**src/design/itc_pkg.sv**
```systemverilog
package itc_pkg;

    // Stack geometry
    localparam int STACK_DEPTH = 32;
    localparam int CNT_W       = $clog2(STACK_DEPTH + 1);

    // ASCII codes of the characters that take part in the conversion
    localparam logic [7:0] CH_OPEN  = 8'h28;  // '('
    localparam logic [7:0] CH_CLOSE = 8'h29;  // ')'
    localparam logic [7:0] CH_MUL   = 8'h2A;  // '*'
    localparam logic [7:0] CH_ADD   = 8'h2B;  // '+'
    localparam logic [7:0] CH_SUB   = 8'h2D;  // '-'
    localparam logic [7:0] CH_DIV   = 8'h2F;  // '/'

    // Command codes of an input item
    localparam logic CMD_CHAR  = 1'b0;
    localparam logic CMD_FLUSH = 1'b1;

    // Stack entry codes
    typedef enum logic [2:0] {
        CODE_OPEN = 3'd0,
        CODE_ADD  = 3'd1,
        CODE_SUB  = 3'd2,
        CODE_MUL  = 3'd3,
        CODE_DIV  = 3'd4
    } t_code;

    // Move applied to the whole row of stack cells together
    typedef enum logic [1:0] {
        SH_HOLD,
        SH_PUSH,
        SH_POP
    } t_shift;

    // Character classes
    typedef enum logic [2:0] {
        K_ALNUM,
        K_OPEN,
        K_CLOSE,
        K_OPER,
        K_OTHER
    } t_kind;

    typedef enum logic {
        ST_IDLE,
        ST_WORK
    } t_state;

    function automatic t_kind char_kind(input logic [7:0] ch);
        t_kind k;
        if ((ch >= 8'h41 && ch <= 8'h5A) || (ch >= 8'h61 && ch <= 8'h7A) ||
            (ch >= 8'h30 && ch <= 8'h39)) begin
            k = K_ALNUM;
        end else if (ch == CH_OPEN) begin
            k = K_OPEN;
        end else if (ch == CH_CLOSE) begin
            k = K_CLOSE;
        end else if (ch == CH_ADD || ch == CH_SUB || ch == CH_MUL || ch == CH_DIV) begin
            k = K_OPER;
        end else begin
            k = K_OTHER;
        end
        return k;
    endfunction

    function automatic t_code char_code(input logic [7:0] ch);
        t_code c;
        case (ch)
            CH_ADD:  c = CODE_ADD;
            CH_SUB:  c = CODE_SUB;
            CH_MUL:  c = CODE_MUL;
            CH_DIV:  c = CODE_DIV;
            default: c = CODE_OPEN;
        endcase
        return c;
    endfunction

    function automatic logic [7:0] code_char(input t_code c);
        logic [7:0] ch;
        unique case (c)
            CODE_OPEN: ch = CH_OPEN;
            CODE_ADD:  ch = CH_ADD;
            CODE_SUB:  ch = CH_SUB;
            CODE_MUL:  ch = CH_MUL;
            CODE_DIV:  ch = CH_DIV;
            default:   ch = 8'h00;
        endcase
        return ch;
    endfunction

    // High precedence: '*' and '/'
    function automatic logic prec_hi(input t_code c);
        return (c == CODE_MUL) || (c == CODE_DIV);
    endfunction

endpackage

```
**src/design/itc_in_if.sv**
```systemverilog
interface itc_in_if;
    logic       valid;
    logic       ready;
    logic       command;
    logic [7:0] char_in;

    modport source (output valid, output command, output char_in, input ready);
    modport sink   (input valid, input command, input char_in, output ready);
endinterface

```
**src/design/itc_out_if.sv**
```systemverilog
interface itc_out_if;
    logic       valid;
    logic       ready;
    logic [7:0] char_out;
    logic       run_last;
    logic       overflow;

    modport source (output valid, output char_out, output run_last, output overflow,
                    input ready);
    modport sink   (input valid, input char_out, input run_last, input overflow,
                    output ready);
endinterface

```
**src/design/infix_to_postfix_converter_unit.sv**
```systemverilog
// Shunting-yard infix-to-postfix converter. Characters come in one item at a time
// (command 0) and postfix characters go out; command 1 flushes the operator stack,
// emitting any unmatched '(' as is, then clears the sticky overflow flag. The operator
// stack is a row of STACK_DEPTH cells that shift together, top in cell 0, so one
// entry is pushed or popped per cycle unless a stalled output holds a pop. An item
// is accepted only while idle and then worked: a letter or digit goes straight out,
// a '(' that a ')' discards gives no result, and any other entry popped from the
// stack goes out as its character. Each result occupies the output register until
// taken; a stalled output holds the work while it stalls, but the next item may be
// accepted once the current one is done. run_last marks the last result of an item.
module infix_to_postfix_converter_unit (
    input  logic           i_clk,
    input  logic           i_rst_n,
    itc_in_if.sink         i_in,
    itc_out_if.source      o_out
);

    localparam int DEPTH = itc_pkg::STACK_DEPTH;
    localparam int CW    = itc_pkg::CNT_W;

    itc_pkg::t_state r_state, n_state;
    logic            r_cmd;
    logic [7:0]      r_char;
    logic [CW-1:0]   r_count, n_count;
    logic            r_ovf, n_ovf;

    logic            r_out_valid;
    logic [7:0]      r_out_char;
    logic            r_out_last;
    logic            r_out_ovf;

    itc_pkg::t_shift shift;
    itc_pkg::t_code  push_code;
    itc_pkg::t_code  cell_q [DEPTH];
    logic            emit;
    logic [7:0]      emit_char;
    logic            emit_last;
    logic            can_emit;
    itc_pkg::t_kind  kind;
    itc_pkg::t_code  top, next;
    logic            cnt_one, cnt_zero, full;

    // Row of stack cells
    for (genvar g = 0; g < DEPTH; g++) begin : g_cell
        itc_pkg::t_code from_up, from_down;
        if (g == 0) begin : g_top
            assign from_up = push_code;
        end else begin : g_mid
            assign from_up = cell_q[g-1];
        end
        if (g == DEPTH - 1) begin : g_bot
            assign from_down = cell_q[g];
        end else begin : g_nbot
            assign from_down = cell_q[g+1];
        end
        itc_cell u_cell (
            .i_clk       (i_clk),
            .i_shift     (shift),
            .i_from_up   (from_up),
            .i_from_down (from_down),
            .o_code      (cell_q[g])
        );
    end

    assign top      = cell_q[0];
    assign next     = cell_q[1];
    assign cnt_zero = (r_count == '0);
    assign cnt_one  = (r_count == CW'(1));
    assign full     = (r_count == CW'(DEPTH));
    assign kind     = itc_pkg::char_kind(r_char);
    assign can_emit = !r_out_valid || o_out.ready;
    assign i_in.ready = (r_state == itc_pkg::ST_IDLE);

    // Sequencer: one stack move or one result per cycle; a result waits for a free output
    always_comb begin
        n_state   = r_state;
        n_count   = r_count;
        n_ovf     = r_ovf;
        shift     = itc_pkg::SH_HOLD;
        push_code = itc_pkg::char_code(r_char);
        emit      = 1'b0;
        emit_char = itc_pkg::code_char(top);
        emit_last = 1'b0;
        unique case (r_state)
            itc_pkg::ST_IDLE: begin
                if (i_in.valid) begin
                    n_state = itc_pkg::ST_WORK;
                end
            end
            itc_pkg::ST_WORK: begin
                if (r_cmd == itc_pkg::CMD_FLUSH) begin
                    if (cnt_zero) begin
                        n_ovf   = 1'b0;
                        n_state = itc_pkg::ST_IDLE;
                    end else if (can_emit) begin
                        shift     = itc_pkg::SH_POP;
                        n_count   = r_count - CW'(1);
                        emit      = 1'b1;
                        emit_last = cnt_one;
                    end
                end else begin
                    case (kind) inside
                        itc_pkg::K_ALNUM: begin
                            if (can_emit) begin
                                emit      = 1'b1;
                                emit_char = r_char;
                                emit_last = 1'b1;
                                n_state   = itc_pkg::ST_IDLE;
                            end
                        end
                        itc_pkg::K_OPEN, itc_pkg::K_OPER: begin
                            if (kind == itc_pkg::K_OPER && !cnt_zero &&
                                top != itc_pkg::CODE_OPEN &&
                                !(itc_pkg::prec_hi(push_code) && !itc_pkg::prec_hi(top))) begin
                                // pop an operator of equal or higher precedence
                                if (can_emit) begin
                                    shift     = itc_pkg::SH_POP;
                                    n_count   = r_count - CW'(1);
                                    emit      = 1'b1;
                                    emit_last = cnt_one || next == itc_pkg::CODE_OPEN ||
                                                (itc_pkg::prec_hi(push_code) &&
                                                 !itc_pkg::prec_hi(next));
                                end
                            end else begin
                                if (full) begin
                                    n_ovf = 1'b1;
                                end else begin
                                    shift   = itc_pkg::SH_PUSH;
                                    n_count = r_count + CW'(1);
                                end
                                n_state = itc_pkg::ST_IDLE;
                            end
                        end
                        itc_pkg::K_CLOSE: begin
                            if (cnt_zero) begin
                                n_state = itc_pkg::ST_IDLE;
                            end else if (top == itc_pkg::CODE_OPEN) begin
                                // discard the matching '('
                                shift   = itc_pkg::SH_POP;
                                n_count = r_count - CW'(1);
                                n_state = itc_pkg::ST_IDLE;
                            end else if (can_emit) begin
                                shift     = itc_pkg::SH_POP;
                                n_count   = r_count - CW'(1);
                                emit      = 1'b1;
                                emit_last = cnt_one || next == itc_pkg::CODE_OPEN;
                            end
                        end
                        default: begin
                            n_state = itc_pkg::ST_IDLE;
                        end
                    endcase
                end
            end
            default: n_state = itc_pkg::ST_IDLE;
        endcase
    end

    // Control registers
    always_ff @(posedge i_clk) begin
        if (!i_rst_n) begin
            r_state     <= itc_pkg::ST_IDLE;
            r_count     <= '0;
            r_ovf       <= 1'b0;
            r_out_valid <= 1'b0;
        end else begin
            r_state <= n_state;
            r_count <= n_count;
            r_ovf   <= n_ovf;
            if (emit) begin
                r_out_valid <= 1'b1;
            end else if (o_out.ready) begin
                r_out_valid <= 1'b0;
            end
        end
    end

    // Item and result payload
    always_ff @(posedge i_clk) begin
        if (i_in.valid && i_in.ready) begin
            r_cmd  <= i_in.command;
            r_char <= i_in.char_in;
        end
        if (emit) begin
            r_out_char <= emit_char;
            r_out_last <= emit_last;
            r_out_ovf  <= r_ovf;
        end
    end

    assign o_out.valid    = r_out_valid;
    assign o_out.char_out = r_out_char;
    assign o_out.run_last = r_out_last;
    assign o_out.overflow = r_out_ovf;

endmodule

```
**src/design/itc_cell.sv**
```systemverilog
// One stack entry; push takes the entry above, pop takes the entry below
module itc_cell (
    input  logic            i_clk,
    input  itc_pkg::t_shift i_shift,
    input  itc_pkg::t_code  i_from_up,
    input  itc_pkg::t_code  i_from_down,
    output itc_pkg::t_code  o_code
);

    itc_pkg::t_code r_code;
    itc_pkg::t_code n_code;

    always_comb begin
        case (i_shift)
            itc_pkg::SH_PUSH: n_code = i_from_up;
            itc_pkg::SH_POP:  n_code = i_from_down;
            default:          n_code = r_code;
        endcase
    end

    always_ff @(posedge i_clk) begin
        r_code <= n_code;
    end

    assign o_code = r_code;

endmodule
```
**src/flat_wrapper.sv**
```systemverilog
// flat-port wrapper written by rule: the top's interface ports become plain ports
module infix_to_postfix_converter_unit_flat 
  (i_clk, i_rst_n, i_in_valid, i_in_command, i_in_char_in, i_in_ready, o_out_valid, o_out_char_out, o_out_run_last, o_out_overflow, o_out_ready);
  itc_in_if i_in_i ();
  itc_out_if o_out_i ();
  input  logic i_clk;
  input  logic i_rst_n;
  input wire logic [$bits(i_in_i.valid)-1:0] i_in_valid;
  input wire logic [$bits(i_in_i.command)-1:0] i_in_command;
  input wire logic [$bits(i_in_i.char_in)-1:0] i_in_char_in;
  output wire logic [$bits(i_in_i.ready)-1:0] i_in_ready;
  output wire logic [$bits(o_out_i.valid)-1:0] o_out_valid;
  output wire logic [$bits(o_out_i.char_out)-1:0] o_out_char_out;
  output wire logic [$bits(o_out_i.run_last)-1:0] o_out_run_last;
  output wire logic [$bits(o_out_i.overflow)-1:0] o_out_overflow;
  input wire logic [$bits(o_out_i.ready)-1:0] o_out_ready;
  assign i_in_i.valid = i_in_valid;
  assign i_in_i.command = i_in_command;
  assign i_in_i.char_in = i_in_char_in;
  assign i_in_ready = i_in_i.ready;
  assign o_out_valid = o_out_i.valid;
  assign o_out_char_out = o_out_i.char_out;
  assign o_out_run_last = o_out_i.run_last;
  assign o_out_overflow = o_out_i.overflow;
  assign o_out_i.ready = o_out_ready;
  infix_to_postfix_converter_unit u_core (.i_clk(i_clk), .i_rst_n(i_rst_n), .i_in(i_in_i), .o_out(o_out_i));
endmodule
```
**config.mk**
```make
export PLATFORM = sky130hd
export DESIGN_NAME = infix_to_postfix_converter_unit_flat
export DESIGN_NICKNAME = d
export VERILOG_FILES = /design/src/design/itc_pkg.sv /design/src/design/itc_in_if.sv /design/src/design/itc_out_if.sv /design/src/design/infix_to_postfix_converter_unit.sv /design/src/design/itc_cell.sv /design/src/flat_wrapper.sv
export SDC_FILE = /design/constraint.sdc
export NUM_CORES = 1
export LEC_CHECK = 0
export ABC_AREA = 1
export BUFFER_PORTS_ARGS = -buffer_cell sky130_fd_sc_hd__buf_2
export CORE_ASPECT_RATIO = 0.8
export CORE_UTILIZATION = 45
export DETAILED_ROUTE_END_ITERATION = 16
export GPL_ROUTABILITY_DRIVEN = 0
export SLEW_MARGIN = 10
export SYNTH_ARGS = -nofsm -noshare
export SYNTH_HDL_FRONTEND = slang
export SYNTH_HIERARCHICAL = 1
export SYNTH_SLANG_ARGS = --single-unit
```
**constraint.sdc**
```tcl
create_clock -name i_clk -period 5.64 [get_ports i_clk]
set_input_delay 0.282 -clock i_clk [delete_from_list [all_inputs] [get_ports i_clk]]
set_output_delay 0.282 -clock i_clk [all_outputs]
set_load 0.005 [all_outputs]
```
==> results.json, run 1 <==
{
  "outcome": "finished clean",
  "hold_viol": 0,
  "grt-ovfl-total": 0,
  "core-area_um2": 14600,
  "synth_top_area_cell": "edfxtp_1",
  "via_count": 5140,
  "yosysUniqueCellTypes": 37,
  "dr.pass1.iters": 5,
  "synth_top_family_by_area": "simple AND/OR/NAND/NOR gates",
  "synth_fa_ha_area_frac": 0.0639,
  "synth.most_common_cell": "nand2_1",
  "clockRootBuffer": "clkbuf_16",
  "cts_setup_buffers": 0,
  "wl_per_cell_um": 13.3,
  "critPathSlowestCell": "dfxtp_1",
  "clk_latency_ns": 0.42,
  "synth_compound_area_frac": 0.0334,
  "grt_max_degree": 33,
  "drcViolationCount": 0,
  "drt-total-wl_um": 14000,
  "die_w_um": 140,
  "async_reset_ff_frac": 0,
  "yosys_register_bits": 124,
  "detailed_place_hpwl_um": 10300,
  "synth_top_area_share": 0.504,
  "period_needed_ns": 3.11,
  "startpoint_type": "flop",
  "die_area_um2": 15700,
  "rsz0062_at_grt": "no",
  "start_util": 0.470,
  "fmax_ghz": 0.321,
  "slew_viol_final": 0,
  "drt_first_iter_violations": 365,
  "n_fill_cell": 1307,
  "power_w": 0.00217,
  "cp_slowest_stage_delay_ns": 0.45,
  "post_cts_resized": 0,
  "peakVddDrop_v": 0.000193,
  "path_buf_inv": 4,
  "syn_inst": 812,
  "synth-simple-area-share": 0.284,
  "fin_worst_skew_ns": 0.00658,
  "muxShareOfSynthArea": 0,
  "row_count": 39,
  "portBuffers": 24,
  "io_pins": 25,
  "cp_top_family": "buffers and inverters",
  "antenna_found_initial": 0,
  "synth_top_flop_cell": "edfxtp_1",
  "path_cells": "inv_1 > ha_1 > nand2_2 > nor2_4 > nand2_4 > nand2_2 > nor2_4 > nand2_4 > inv_2 > nand2_1 > a311oi_4 > buf_4 > ha_1 > inv_2 > nand2_1 > nand2_1",
  "critPathCaptureType": "flop",
  "htree_levels": 4,
  "numClockSinks": 124,
  "drv_cap": 0,
  "min_period_over_period": 0.552,
  "fin_tns_setup_ns": 0,
  "synthXorXnorAreaFrac": 0.0115,
  "regToRegSetupSlack_ns": 2.53,
  "p_leak_nw": 3.56,
  "synth_edf_count": 115,
  "grt_pass1_vias": 5001,
  "cpMostUsedCell": "nand2_1",
  "worstMarginPinSlew_ns": 0.706,
  "min_path_type": "primary input to flop",
  "syn_avg_cell_area_um2": 8.44,
  "worstPathMaxFanout": 32,
  "ctsHoldBuffers": 0,
  "clk_pin_slew_ns": 0.05,
  "p_per_area_nw_per_um2": 279,
  "slew_headroom": 0.528,
  "ys_seq_area_frac": 0.530,
  "drive_gt1_frac": 0.135,
  "numCtsBuffers": 17,
  "cts_tree": "built",
  "synth_top_cells_by_count": "368 x nand2_1, 115 x edfxtp_1, 94 x inv_1",
  "post_drt_via_cell_ratio": 4.90,
  "fin_nets": 902,
  "cp_data_arrival_time_ns": 3.28,
  "drtAntennaViolNets": 0,
  "die_h_um": 112,
  "grt_pass1_wl_um": 23600,
  "netlist_top_cells_area": "edfxtp_1 50%, nand2_1 20%, ha_1 6.4%",
  "setup_violations": 0,
  "cts.path.max_buffers": 2,
  "syn_nets": 860,
  "crit_type": "flop to flop",
  "area.growth.synth_to_final_pct": 13.3,
  "grt_usage": 0.196,
  "antenna_cells": 0,
  "critPathRequiredTime_ns": 5.81,
  "yosys_warnings": 6,
  "synth_area_um2": 6850
}
report_power, final:
| part | internal (W) | total (W) | leakage (nW) | switching [W] |
|---|---|---|---|---|
| clock network | 0.000638 | 0.00101 | 0.257 | 0.000369 |
| registers | 0.00103 | 0.00104 | 1.13 | 0.0000178 |
| logic | 0.0000379 | 0.000114 | 2.18 | 0.0000766 |
stage by stage:
| stage | worst slack [ns] | util | hold slack (ns) | cells | instance area (um^2) |
|---|---|---|---|---|---|
| 2_1_floorplan | 1.25 | - | 0.381 | 812 | 6850 |
| 3_3_place_gp | 2.54 | 0.495 | 0.424 | 1019 | 7230 |
| 3_5_place_dp | 2.55 | 0.495 | 0.423 | 1019 | 7230 |
| 4_1_cts | 2.53 | 0.532 | 0.0241 | 1050 | 7770 |
| 5_1_grt | 2.24 | 0.532 | 0.0283 | 1050 | 7770 |
| 6_report | 2.53 | 0.532 | 0.0408 | 1050 | 7770 |
sequential cells by signal, summed over array words and instances (netlist names):
register,flops
u_core/r_state,1
u_core/g_cell.u_cell/o_code,96
u_core/r_count,6
u_core/o_out.char_out,8
u_core/r_char,8
u_core/o_out.valid,1
u_core/o_out.run_last,1
u_core/r_ovf,1
u_core/r_cmd,1
u_core/o_out.overflow,1
kinds of logic (layout without fill, tap and decap cells):
| family | Yosys count | after routing |
|---|---|---|
| AND/OR/NAND/NOR | 464 | 464 |
| buffers and inverters | 139 | 193 |
| flip-flops | 124 | 124 |
| AO/OA/AOI/OAI | 40 | 40 |
| adder cells (fa/ha/maj) | 35 | 35 |
| XOR/XNOR | 9 | 9 |
| other | 1 | 1 |
placed cells by master, fill, tap and decap left out, drive strengths merged:
cell type	synthesis	routed
nand4	8	8
clkbuf	1	21
bufinv	0	2
o31ai	2	2
conb	1	1
o211ai	3	3
clkinv	1	7
nand2	378	378
a31oi	1	1
dfxtp	9	9
or2	2	2
o21a	1	1
clkinvlp	0	2
buf	2	26
ha	35	35
xor2	9	9
inv	135	135
o22ai	1	1
o2111ai	1	1
nor3b	1	1
nor2	48	48
a21oi	13	13
nor3	4	4
nand3	23	23
o21ai	17	17
edfxtp	115	115
a311oi	1	1
final timing paths:
check | from | end | cells after the start
setup reg to reg | u_core/r_count[0] | u_core/g_cell[17].u_cell/o_code[0] | 16
hold / removal | i_in_command | u_core/r_cmd | 1
hold reg to reg | u_core/r_ovf | u_core/o_out.overflow | 0
setup / recovery | u_core/r_count[0] | u_core/g_cell[17].u_cell/o_code[0] | 16
cell type report:
class / count / area [um^2] / area share
tap: 184 / 230 / 0.0296
clock inverter: 10 / 100 / 0.0129
multi-input combinational: 549 / 2720 / 0.350
sequential: 124 / 3630 / 0.468
clock buffer: 21 / 440 / 0.0567
timing repair buffer: 26 / 135 / 0.0174
inverter: 136 / 513 / 0.0660
metal layers:
metal,track usage,share of wire,routed length [um]
met5,0,0,0
met4,0.0821,0.016,221
met3,0.0431,0.051,720
met2,0.303,0.45,6320
met1,0.267,0.48,6730
Note: power is estimated with default switching activity, not from simulation.
==> run 2, diff against run 1 <==
- clock period: 5.64 -> 2.9 ns (I/O delays scaled with it)
==> results.json, run 2 (synthesis results as in run 1) <==
{
  "peakVddDrop_v": 0.000439,
  "row_count": 39,
  "clk_pin_slew_ns": 0.05,
  "final_cell_mix": "368 x nand2_1, 115 x edfxtp_1, 93 x inv_1",
  "cts_setup_buffers": 0,
  "p_per_area_nw_per_um2": 556,
  "worstPathMaxFanout": 32,
  "rr_worst_depth": 14,
  "min_period_over_period": 0.936,
  "dr.pass1.iters": 4,
  "period_needed_ns": 2.71,
  "numCtsBuffers": 17,
  "drt-total-wl_um": 14000,
  "area.growth.synth_to_final_pct": 16.6,
  "grt-ovfl-total": 0,
  "clk_latency_ns": 0.41,
  "grt_pass1_vias": 5000,
  "drcViolationCount": 0,
  "instances_no_fill": 1064,
  "post-route-util": 0.548,
  "p_leak_nw": 3.67,
  "drt_first_iter_violations": 434,
  "largest_register_ffs": 96,
  "fin_tns_setup_ns": 0,
  "regArea_um2": 3630,
  "crit_type": "flop to flop",
  "fin_nets": 915,
  "regToRegSetupSlack_ns": 0.19,
  "fin_worst_skew_ns": 0.00614,
  "drv_cap": 0,
  "outcome": "finished clean",
  "htree_levels": 4,
  "start_util": 0.470,
  "portBuffers": 24,
  "grt_pass1_wl_um": 23600,
  "core-area_um2": 14600,
  "fmax_ghz": 0.368,
  "multiInputGateArea_um2": 2720,
  "drive_gt1_frac": 0.144,
  "antenna_found_initial": 0,
  "startpoint_type": "flop",
  "post_cts_resized": 0,
  "power_w": 0.00444,
  "min_path_type": "primary input to flop",
  "cp_data_arrival_time_ns": 2.88,
  "slew_viol_final": 0,
  "die_h_um": 112,
  "die_area_um2": 15700,
  "io_pins": 25,
  "grt_usage": 0.194,
  "r2r_start": "u_core/r_char[7]",
  "rsz0062_at_grt": "no",
  "detailed_place_hpwl_um": 10300,
  "cts_tree": "built",
  "antenna_cells": 0,
  "n_fill_cell": 1263,
  "cts.path.max_buffers": 2,
  "dp.cells": 1023,
  "critPathCaptureType": "flop",
  "drtAntennaViolNets": 0,
  "numClockSinks": 124,
  "clockRootBuffer": "clkbuf_16",
  "post_drt_via_cell_ratio": 4.93,
  "grt_max_degree": 33,
  "via_count": 5248,
  "critPathRequiredTime_ns": 3.06,
  "hold_viol": 0,
  "die_w_um": 140,
  "reg2reg_to": "u_core/g_cell[13].u_cell/o_code[2]",
  "setup_violations": 0,
  "crit_path_start": "u_core/r_char[7]",
  "crit_end": "u_core/g_cell[13].u_cell/o_code[2]",
  "final_common_cell": "nand2_1",
  "wl_per_cell_um": 13.1
}
run 2: cell types whose count changed in the layout (fill, tap and decap cells not counted), sizes merged:
cell / change
dlygate4sd3: +9
clkbuf: -1
bufinv: +2
buf: +4
clkinvlp: -1
clkinv: +1
run 2: power breakdown:
group	internal [W]	switching, W
sequential	0.00199	0.0000317
clock	0.00143	0.000748
combinational	0.0000853	0.000154
run 2: per-stage QoR:
stage	setup WS [ns]	cell area [um^2]	hold WS, ns
CTS	0.186	7990	0.00862
global placement	0.268	7290	0.325
finish	0.186	7990	0.0291
detailed placement	0.220	7290	0.328
floorplan	0.00805	6880	0.244
global route	0.00315	7990	0.0325
run 2: worst min-delay path by stage:
stage                     from               end  slack [ns]  cells after the start
3_3_place_gp   i_in_char_in[4]  u_core/r_char[4]        0.33                      1
4_1_cts             i_in_valid    u_core/r_state       0.009                      3
3_5_place_dp   i_in_char_in[6]  u_core/r_char[6]        0.33                      1
6_report            i_in_valid    u_core/r_state        0.03                      3
5_1_grt             i_in_valid    u_core/r_state        0.03                      3
2_1_floorplan  i_in_char_in[0]  u_core/r_char[0]        0.24                      0
run 2: cell type report:
class | count | area share
Multi-Input combinational cell | 549 | 0.341
Clock buffer | 20 | 0.0547
Timing Repair Buffer | 39 | 0.0351
Clock inverter | 12 | 0.0215
Sequential cell | 124 | 0.455
Inverter | 136 | 0.0642
Tap cell | 184 | 0.0288
run 2: per-layer routing:
metal  GRT usage  share of wire  up-vias
li1            -              -     2686
met1       0.258           0.48     2417
met2       0.309           0.46      137
met3      0.0495          0.052        8
met4      0.0645         0.0071        0
met5           0              0        -
run 2: critical path, stage by stage (launching register included):
cell and delay (ns):
edfxtp_1 0.49, nor2_2 0.21, nand2_2 0.12, inv_2 0.10, nand2_2 0.10, nor2_4 0.13, nand2_4 0.09, inv_2 0.11
nand2_1 0.11, a311oi_4 0.27, buf_12 0.26, ha_1 0.27, inv_2 0.06, nand2_1 0.06, nand2_1 0.06
run 2: repair_timing:
| item | in CTS | in global routing |
|---|---|---|
| setup endpoints to repair | 0 | 0 |
| hold buffers | 9 | 0 |
| hold endpoints to repair | 9 | 0 |
